### src/assert_macros.svh
// assertion macros shared by the health edge rule engine rtl
// depends on a clock named clk and an active-low reset named rst_n in the using module
`ifndef ASSERT_MACROS_SVH
`define ASSERT_MACROS_SVH

// condition must hold at every clock edge outside reset
`define HER_ASSERT(name, cond, msg) \
    name: assert property (@(posedge clk) disable iff (!rst_n) (cond)) else $error(msg);

// antecedent implies consequent in the next cycle
`define HER_ASSERT_NEXT(name, ante, cons, msg) \
    name: assert property (@(posedge clk) disable iff (!rst_n) (ante) |=> (cons)) \
        else $error(msg);

`endif

### src/her_pkg.sv
// shared types, codes and helper functions for the health edge rule engine
// no dependencies
package her_pkg;

    // candidate pair slots, in emission order
    localparam int NUM_SLOTS  = 7;
    localparam int SLOT_IDX_W = $clog2(NUM_SLOTS);
    localparam int CNT_W      = $clog2(NUM_SLOTS + 1);
    localparam int ACTION_CAP = 7;

    localparam logic [SLOT_IDX_W-1:0] SLOT_RECLAIM   = SLOT_IDX_W'(0);
    localparam logic [SLOT_IDX_W-1:0] SLOT_TRIM      = SLOT_IDX_W'(1);
    localparam logic [SLOT_IDX_W-1:0] SLOT_THERM_SCN = SLOT_IDX_W'(2);
    localparam logic [SLOT_IDX_W-1:0] SLOT_ESCALATE  = SLOT_IDX_W'(3);
    localparam logic [SLOT_IDX_W-1:0] SLOT_SAT_SCN   = SLOT_IDX_W'(4);
    localparam logic [SLOT_IDX_W-1:0] SLOT_REBALANCE = SLOT_IDX_W'(5);
    localparam logic [SLOT_IDX_W-1:0] SLOT_BIAS      = SLOT_IDX_W'(6);

    // rule codes
    localparam logic [2:0] RULE_MEM     = 3'd0;
    localparam logic [2:0] RULE_THERMAL = 3'd1;
    localparam logic [2:0] RULE_INTEG   = 3'd2;
    localparam logic [2:0] RULE_SAT     = 3'd3;
    localparam logic [2:0] RULE_POWER   = 3'd4;

    // action codes
    localparam logic [2:0] ACT_RECLAIM   = 3'd0;
    localparam logic [2:0] ACT_TRIM      = 3'd1;
    localparam logic [2:0] ACT_ESCALATE  = 3'd2;
    localparam logic [2:0] ACT_SCAN      = 3'd3;
    localparam logic [2:0] ACT_PERF      = 3'd4;
    localparam logic [2:0] ACT_BALANCED  = 3'd5;
    localparam logic [2:0] ACT_POWERSAVE = 3'd6;
    localparam logic [2:0] ACT_REBALANCE = 3'd7;

    // power policy codes
    localparam logic [1:0] POL_PERF = 2'd0;
    localparam logic [1:0] POL_SAVE = 2'd2;

    // config register
    localparam logic       REG_MEM_FLOOR   = 1'b0;
    localparam logic [6:0] MEM_FLOOR_RESET = 7'd10;

    localparam logic [6:0] PCT_SCALE     = 7'd100;
    localparam int         LOAD_ONE_SHIFT = 11;

    typedef struct packed {
        logic [NUM_SLOTS-1:0] mask;
        logic [2:0]           bias;
    } pair_set_t;

    function automatic logic [2:0] bias_for(input logic [1:0] policy);
        logic [2:0] act;
        priority if (policy == POL_PERF) act = ACT_PERF;
        else if (policy == POL_SAVE)     act = ACT_POWERSAVE;
        else                             act = ACT_BALANCED;
        return act;
    endfunction

    function automatic logic [2:0] slot_rule(input logic [SLOT_IDX_W-1:0] idx);
        logic [2:0] r;
        unique case (idx)
            SLOT_RECLAIM:                 r = RULE_MEM;
            SLOT_TRIM, SLOT_THERM_SCN:    r = RULE_THERMAL;
            SLOT_ESCALATE:                r = RULE_INTEG;
            SLOT_SAT_SCN, SLOT_REBALANCE: r = RULE_SAT;
            default:                      r = RULE_POWER;
        endcase
        return r;
    endfunction

    function automatic logic [2:0] slot_action(input logic [SLOT_IDX_W-1:0] idx,
                                               input logic [2:0]            bias);
        logic [2:0] a;
        unique case (idx)
            SLOT_RECLAIM:                 a = ACT_RECLAIM;
            SLOT_TRIM:                    a = ACT_TRIM;
            SLOT_THERM_SCN, SLOT_SAT_SCN: a = ACT_SCAN;
            SLOT_ESCALATE:                a = ACT_ESCALATE;
            SLOT_REBALANCE:               a = ACT_REBALANCE;
            default:                      a = bias;
        endcase
        return a;
    endfunction

endpackage

### src/her_rule_eval.sv
// rule evaluation with edge-detect state for the health edge rule engine
// depends on her_pkg
module her_rule_eval
    import her_pkg::*;
(
    input  logic        clk,
    input  logic        rst_n,
    input  logic        fire,
    input  logic [6:0]  mem_floor,
    input  logic [31:0] free_pages,
    input  logic [31:0] total_pages,
    input  logic        thermal_flag,
    input  logic [31:0] issue_total,
    input  logic [31:0] load_q11,
    input  logic [12:0] cpus_online,
    input  logic [1:0]  policy_code,
    output pair_set_t   pairs
);

    logic        pressure_seen_reg;
    logic        thermal_seen_reg;
    logic        saturation_seen_reg;
    logic [31:0] prior_issue_reg;
    logic [1:0]  prior_policy_reg;
    logic        primed_reg;

    logic [38:0]          free_scaled;
    logic [38:0]          floor_scaled;
    logic [31:0]          sat_limit;
    logic                 pressure;
    logic                 saturation;
    logic [NUM_SLOTS-1:0] raw_mask;
    logic [NUM_SLOTS-1:0] kept_mask;

    always_comb
    begin
        logic [CNT_W-1:0] kept_cnt;
        free_scaled  = 39'(free_pages) * 39'(PCT_SCALE);
        floor_scaled = 39'(mem_floor) * 39'(total_pages);
        pressure     = (total_pages != 32'd0) && (free_scaled < floor_scaled);
        sat_limit    = 32'(cpus_online) << LOAD_ONE_SHIFT;
        saturation   = (cpus_online != 13'd0) && (load_q11 > sat_limit);

        raw_mask                 = '0;
        raw_mask[SLOT_RECLAIM]   = pressure && !pressure_seen_reg;
        raw_mask[SLOT_TRIM]      = thermal_flag && !thermal_seen_reg;
        raw_mask[SLOT_THERM_SCN] = thermal_flag && !thermal_seen_reg;
        raw_mask[SLOT_ESCALATE]  = primed_reg && (issue_total > prior_issue_reg);
        raw_mask[SLOT_SAT_SCN]   = saturation && !saturation_seen_reg;
        raw_mask[SLOT_REBALANCE] = saturation && !saturation_seen_reg;
        raw_mask[SLOT_BIAS]      = !primed_reg || (policy_code != prior_policy_reg);

        // keep only the first pairs up to capacity
        kept_cnt  = '0;
        kept_mask = '0;
        for (int i = 0; i < NUM_SLOTS; i++)
        begin
            if (raw_mask[i] && (kept_cnt < CNT_W'(ACTION_CAP)))
            begin
                kept_mask[i] = 1'b1;
                kept_cnt     = kept_cnt + 1'b1;
            end
        end

        pairs.mask = kept_mask;
        pairs.bias = bias_for(policy_code);
    end

    always_ff @(posedge clk or negedge rst_n)
    begin
        if (!rst_n)
        begin
            pressure_seen_reg   <= 1'b0;
            thermal_seen_reg    <= 1'b0;
            saturation_seen_reg <= 1'b0;
            prior_issue_reg     <= '0;
            prior_policy_reg    <= '0;
            primed_reg          <= 1'b0;
        end
        else if (fire)
        begin
            pressure_seen_reg   <= pressure;
            thermal_seen_reg    <= thermal_flag;
            saturation_seen_reg <= saturation;
            prior_issue_reg     <= issue_total;
            prior_policy_reg    <= policy_code;
            primed_reg          <= 1'b1;
        end
    end

endmodule

### src/her_pair_queue.sv
// result register holding the pending pairs of one sample, shifted out lowest slot first
// depends on her_pkg and assert_macros.svh
`include "assert_macros.svh"

module her_pair_queue
    import her_pkg::*;
(
    input  logic       clk,
    input  logic       rst_n,
    input  logic       load,
    input  pair_set_t  pairs,
    output logic       can_load,
    output logic       out_valid,
    input  logic       out_stall,
    output logic [2:0] rule_code,
    output logic [2:0] action_code,
    output logic       last_of_run
);

    logic [NUM_SLOTS-1:0] mask_reg;
    logic [2:0]           bias_reg;
    logic [NUM_SLOTS-1:0] pick;
    logic [NUM_SLOTS-1:0] rest;
    logic [SLOT_IDX_W-1:0] pick_idx;
    logic                 pop;

    always_comb
    begin
        pick     = mask_reg & (~mask_reg + 1'b1);
        rest     = mask_reg & ~pick;
        pick_idx = '0;
        for (int i = 0; i < NUM_SLOTS; i++)
        begin
            if (pick[i])
            begin
                pick_idx = SLOT_IDX_W'(i);
            end
        end
    end

    assign out_valid   = (mask_reg != '0);
    assign pop         = out_valid && !out_stall;
    assign can_load    = !out_valid || (pop && (rest == '0));
    assign rule_code   = slot_rule(pick_idx);
    assign action_code = slot_action(pick_idx, bias_reg);
    assign last_of_run = (rest == '0);

    always_ff @(posedge clk or negedge rst_n)
    begin
        if (!rst_n)
        begin
            mask_reg <= '0;
        end
        else if (load)
        begin
            mask_reg <= pairs.mask;
        end
        else if (pop)
        begin
            mask_reg <= rest;
        end
    end

    always_ff @(posedge clk)
    begin
        if (load)
        begin
            bias_reg <= pairs.bias;
        end
    end

    `HER_ASSERT(a_cap_respected, $countones(mask_reg) <= ACTION_CAP, "pending pairs exceed capacity")
    `HER_ASSERT(a_no_overwrite, !load || can_load, "pairs loaded over a pending run")
    `HER_ASSERT_NEXT(a_pop_shrinks, pop && !load, $countones(mask_reg) == $countones($past(mask_reg)) - 1, "pop did not retire exactly one pair")

endmodule

### src/health_edge_rule_engine.sv
// an item is registered in the input register on accept, evaluated there once the result register
// can take its pairs, and its first pair then shows on the output from the result register
// throughput: one item per cycle while each item yields at most one pair and out_stall is low;
// multi-pair items hold the result register until drained, so the pair drain port sets the sustained rate
// reset (rst_n, async, active low): edge state cleared, not primed, floor register 10, no item held
module health_edge_rule_engine
    import her_pkg::*;
(
    input  logic        clk,
    input  logic        rst_n,
    // config port
    input  logic        psel,
    input  logic        penable,
    input  logic        pwrite,
    input  logic [2:0]  paddr,
    input  logic [31:0] pwdata,
    output logic [31:0] prdata,
    output logic        pready,
    // sample channel
    input  logic        in_valid,
    output logic        in_stall,
    input  logic [31:0] free_pages,
    input  logic [31:0] total_pages,
    input  logic        thermal_flag,
    input  logic [31:0] issue_total,
    input  logic [31:0] load_q11,
    input  logic [12:0] cpus_online,
    input  logic [1:0]  policy_code,
    // pair channel
    output logic        out_valid,
    input  logic        out_stall,
    output logic [2:0]  rule_code,
    output logic [2:0]  action_code,
    output logic        last_of_run
);

    // config register, one word per register at byte stride 4
    logic [6:0] mem_floor_reg;
    logic       cfg_write;

    assign pready    = 1'b1;
    assign cfg_write = psel && penable && pwrite && pready;
    assign prdata    = (paddr[2] == REG_MEM_FLOOR) ? {25'd0, mem_floor_reg} : 32'd0;

    always_ff @(posedge clk or negedge rst_n)
    begin
        if (!rst_n)
        begin
            mem_floor_reg <= MEM_FLOOR_RESET;
        end
        else if (cfg_write && (paddr[2] == REG_MEM_FLOOR))
        begin
            mem_floor_reg <= pwdata[6:0];
        end
    end

    // input register: holds one sample until the result register can take its pairs
    logic        s1_valid_reg;
    logic [31:0] free_reg;
    logic [31:0] total_reg;
    logic        thermal_reg;
    logic [31:0] issue_reg;
    logic [31:0] load_reg;
    logic [12:0] cpus_reg;
    logic [1:0]  policy_reg;

    logic      in_accept;
    logic      advance;
    logic      q_can_load;
    pair_set_t pairs;

    // the sample moves on (and the edge state updates) when the result register frees up
    assign advance   = s1_valid_reg && q_can_load;
    // the input register empties in the same cycle it advances, so a new item may follow
    assign in_stall  = s1_valid_reg && !q_can_load;
    assign in_accept = in_valid && !in_stall;

    always_ff @(posedge clk or negedge rst_n)
    begin
        if (!rst_n)
        begin
            s1_valid_reg <= 1'b0;
        end
        else if (in_accept)
        begin
            s1_valid_reg <= 1'b1;
        end
        else if (advance)
        begin
            s1_valid_reg <= 1'b0;
        end
    end

    always_ff @(posedge clk)
    begin
        if (in_accept)
        begin
            free_reg    <= free_pages;
            total_reg   <= total_pages;
            thermal_reg <= thermal_flag;
            issue_reg   <= issue_total;
            load_reg    <= load_q11;
            cpus_reg    <= cpus_online;
            policy_reg  <= policy_code;
        end
    end

    // rule checks against the edge state; yields the mask of pairs to emit
    her_rule_eval u_eval (
        .clk          (clk),
        .rst_n        (rst_n),
        .fire         (advance),
        .mem_floor    (mem_floor_reg),
        .free_pages   (free_reg),
        .total_pages  (total_reg),
        .thermal_flag (thermal_reg),
        .issue_total  (issue_reg),
        .load_q11     (load_reg),
        .cpus_online  (cpus_reg),
        .policy_code  (policy_reg),
        .pairs        (pairs)
    );

    // result register; a sample with no pairs loads an empty mask and produces nothing
    her_pair_queue u_queue (
        .clk         (clk),
        .rst_n       (rst_n),
        .load        (advance),
        .pairs       (pairs),
        .can_load    (q_can_load),
        .out_valid   (out_valid),
        .out_stall   (out_stall),
        .rule_code   (rule_code),
        .action_code (action_code),
        .last_of_run (last_of_run)
    );

endmodule
### config.mk
export PLATFORM = sky130hd
export DESIGN_NAME = health_edge_rule_engine
export DESIGN_NICKNAME = d
export VERILOG_FILES = /design/src/her_pkg.sv /design/src/her_rule_eval.sv /design/src/her_pair_queue.sv /design/src/health_edge_rule_engine.sv
export VERILOG_INCLUDE_DIRS = /design/src /design/src/src
export SDC_FILE = /design/constraint.sdc
export NUM_CORES = 1
export LEC_CHECK = 0
export ABC_AREA = 1
export BUFFER_PORTS_ARGS = -buffer_cell sky130_fd_sc_hd__buf_2
export CAP_MARGIN = 20
export CELL_PAD_IN_SITES_DETAIL_PLACEMENT = 1
export CELL_PAD_IN_SITES_GLOBAL_PLACEMENT = 1
export CORE_AREA = 2 2 274 168
export CTS_CLUSTER_DIAMETER = 100
export DETAILED_ROUTE_END_ITERATION = 8
export DIE_AREA = 0 0 276 170
export MAX_ROUTING_LAYER = met4
export PLACE_DENSITY = 0.78
export SETUP_SLACK_MARGIN = 0.1
export SYNTH_ARGS = -nofsm -noshare
export SYNTH_HDL_FRONTEND = slang
export SYNTH_SLANG_ARGS = --single-unit
### constraint.sdc
create_clock -name clk -period 10.8 [get_ports clk]
set_clock_uncertainty 0.05 [all_clocks]
set_input_delay 2.16 -clock clk [delete_from_list [all_inputs] [get_ports clk]]
set_output_delay 2.16 -clock clk [all_outputs]
set_load 0.05 [all_outputs]
==> results.json <==
{
  "syn_area_mm2": 0.0202,
  "tritoncts": "built",
  "synth_cells": 2399,
  "die_area_mm2": 0.0469,
  "synth_most_common_cell": "inv_1",
  "dp_slack_ns": 1.04,
  "clkSinkCount": 199,
  "critPathRequiredTime_ns": 11.13,
  "synth_edf_count": 146,
  "overflow": 0,
  "setup_viol": 0,
  "cts_resized": 0,
  "crit_path_end_kind": "flop",
  "min_to": "u_eval.prior_issue_reg[27]",
  "synth_top_family_by_area": "adder cells",
  "timing.rr.end": "u_queue.mask_reg[6]",
  "yosys-top-cells-count": "623 x inv_1, 477 x nand2_1, 244 x ha_1",
  "syn_avg_cell_area_um2": 8.44,
  "fmax_mhz": 101,
  "worstPathMaxFanout": 33,
  "nets": 3132,
  "worst_pin_slew_ns": 0.982,
  "violations": "DRC",
  "portBuffers": 174,
  "setup_slack_ns": 0.860,
  "grt_pass1_vias": 17300,
  "synth_cell_types": 48,
  "worst_setup_path_start_kind": "flop",
  "dpl.hpwl_um": 45000,
  "cts_max_level": 4,
  "rrSetupSlack_ns": 0.86,
  "synth-main-ff-cell": "edfxtp_1",
  "min_from": "issue_reg[27]",
  "grt_max_degree": 82,
  "hold_path.class": "reg2reg",
  "synth-xor-area-share_pct": 3.20,
  "yosys-top-cells-area": "edfxtp_1 22%, fa_1 17%, ha_1 15%",
  "hold_depth": 2,
  "rows": 60,
  "slew_headroom_pct": 34.5,
  "routed_wl_um": 55200,
  "crit_slowest_cell": "dfstp_2",
  "critical-path-max-stage-delay_ns": 1.03,
  "routed_via_density": 5.05,
  "antenna_found_initial": 4,
  "ys_ff_latch": 199,
  "cts_setup_buffers": 0,
  "gp_congestion": 0.918,
  "synth_top_cell_by_area": "edfxtp_1",
  "wl_per_cell_um": 17.6,
  "clk_path_buf_depth": 2,
  "die_h_um": 170,
  "cts_buffers": 17,
  "synth_warnings": 0,
  "period_share_pct": 92.0,
  "drtIter0Drc": 849,
  "hold_violations": 0,
  "synth_compound_area_share_pct": 8.03,
  "drive_above_1_share_pct": 9.06,
  "maxCapViolCount": 0,
  "period_needed_ns": 9.94,
  "r2r_start": "mem_floor_reg[3]",
  "worstRegToRegCells": 42,
  "core_area_mm2": 0.0443,
  "path_class": "reg2reg",
  "crit_arrival_ns": 10.27,
  "synth-seq-area-share_pct": 28.2,
  "synth_mux_area_share_pct": 0,
  "crit_top_cell": "nand2_1",
  "clk_pin_slew_worst_paths_ns": 0.10,
  "hold_slack_ns": 0.465,
  "async_flop_share_pct": 26.6,
  "via_count": 15800,
  "synth_fa_ha_area_share_pct": 32.5,
  "io_pins": 228,
  "postCtsHoldBufs": 0,
  "status": "complete, but fails checks",
  "floorplan.initialDensity_pct": 45.7,
  "final_antenna_net_count": 0,
  "die_w_um": 276,
  "synth-simple-area-share_pct": 13.8,
  "slew_violations": 0,
  "cts_root_buffer": "clkbuf_16",
  "finalSetupTns_ns": 0,
  "synth_top_area_share_pct": 21.7,
  "grtUsageTotal_pct": 25.1,
  "syn2layout_area_growth_pct": 9.43,
  "remaining_drc_errors": 3,
  "firstDrtPassIters": 7,
  "grt_pass1_wl_um": 90600,
  "rsz0062_at_grt": "false",
  "clock_latency_ns": 0.48
}
==> cell usage in the layout, fill, tap and decap left out, drive strengths merged <==
cell and count:
inv 636, nand2 481, ha 244, buf 181, fa 176, edfxtp 146, nor2 136, a21oi 129
o21ai 83, dfrtp 51, xnor2 39, xor2 35, nand3 30, a31oi 26, conb 26, nand4 17
clkbuf 17, nor3 14, nor4 14, a21o 9, o21a 9, o211ai 7, a21boi 7, diode 4
o31ai 4, a211oi 4, o221ai 3, clkinv 3, o2111ai 2, o21bai 2, and3 2, dfstp 2
a221oi 1, nand3b 1, o211a 1, and2 1
==> logic make-up (layout without fill, tap and decap cells) <==
kind of cell	Yosys count	after routing
xor+xnor	74	74
buf+inv	721	837
compound gates	287	287
simple gates	696	696
other cells	2	30
fa+ha+maj	420	420
flops	199	199
==> per-stage QoR <==
step | utilization [%] | std cells | area [um2]
2_1_floorplan | - | 2423 | 20300
3_3_place_gp | 48.5 | 3096 | 21500
3_5_place_dp | 48.5 | 3096 | 21500
4_1_cts | 50.0 | 3128 | 22100
5_1_grt | 50.0 | 3132 | 22200
6_report | 50.0 | 3132 | 22200
==> metal layers <==
layer	wire, um	vias up	global-route usage (%)
met2	25200	298	39.3
met3	2090	36	3.05
met4	607	0	5.32
li1	-	7599	-
met1	27200	7874	35.2
met5	0	-	-
==> how the worst max path moves through the flow <==
stage,startpoint,to,depth (start not counted)
after global placement,mem_floor_reg[3],u_queue.mask_reg[6],41
after CTS,mem_floor_reg[3],u_queue.mask_reg[6],41
after detailed placement,mem_floor_reg[3],u_queue.mask_reg[6],41
after floorplan,mem_floor_reg[1],u_queue.mask_reg[6],40
final,mem_floor_reg[3],u_queue.mask_reg[6],42
after global routing,mem_floor_reg[1],u_queue.mask_reg[6],41
==> layout make-up <==
cell class	count	area (um2)
tap	589	737
timing repair buffer	181	923
sequential	199	5710
clock inverter	15	254
clock buffer	17	425
antenna	4	10.0
inverter	624	2350
multi-input combinational	1503	11700
fill	5328	22100
==> critical path, delay by kind of cell, from the launching register on <==
kind            cells  cell delay (ns)
compound gates      4             0.58
buf+inv             6             0.39
simple gates       19             3.11
xor+xnor            4             0.98
fa+ha+maj           9             3.66
flops               1             1.03
Power is not shown: default switching activity piles up to over one toggle a cycle in this logic, so the estimate is an artifact.
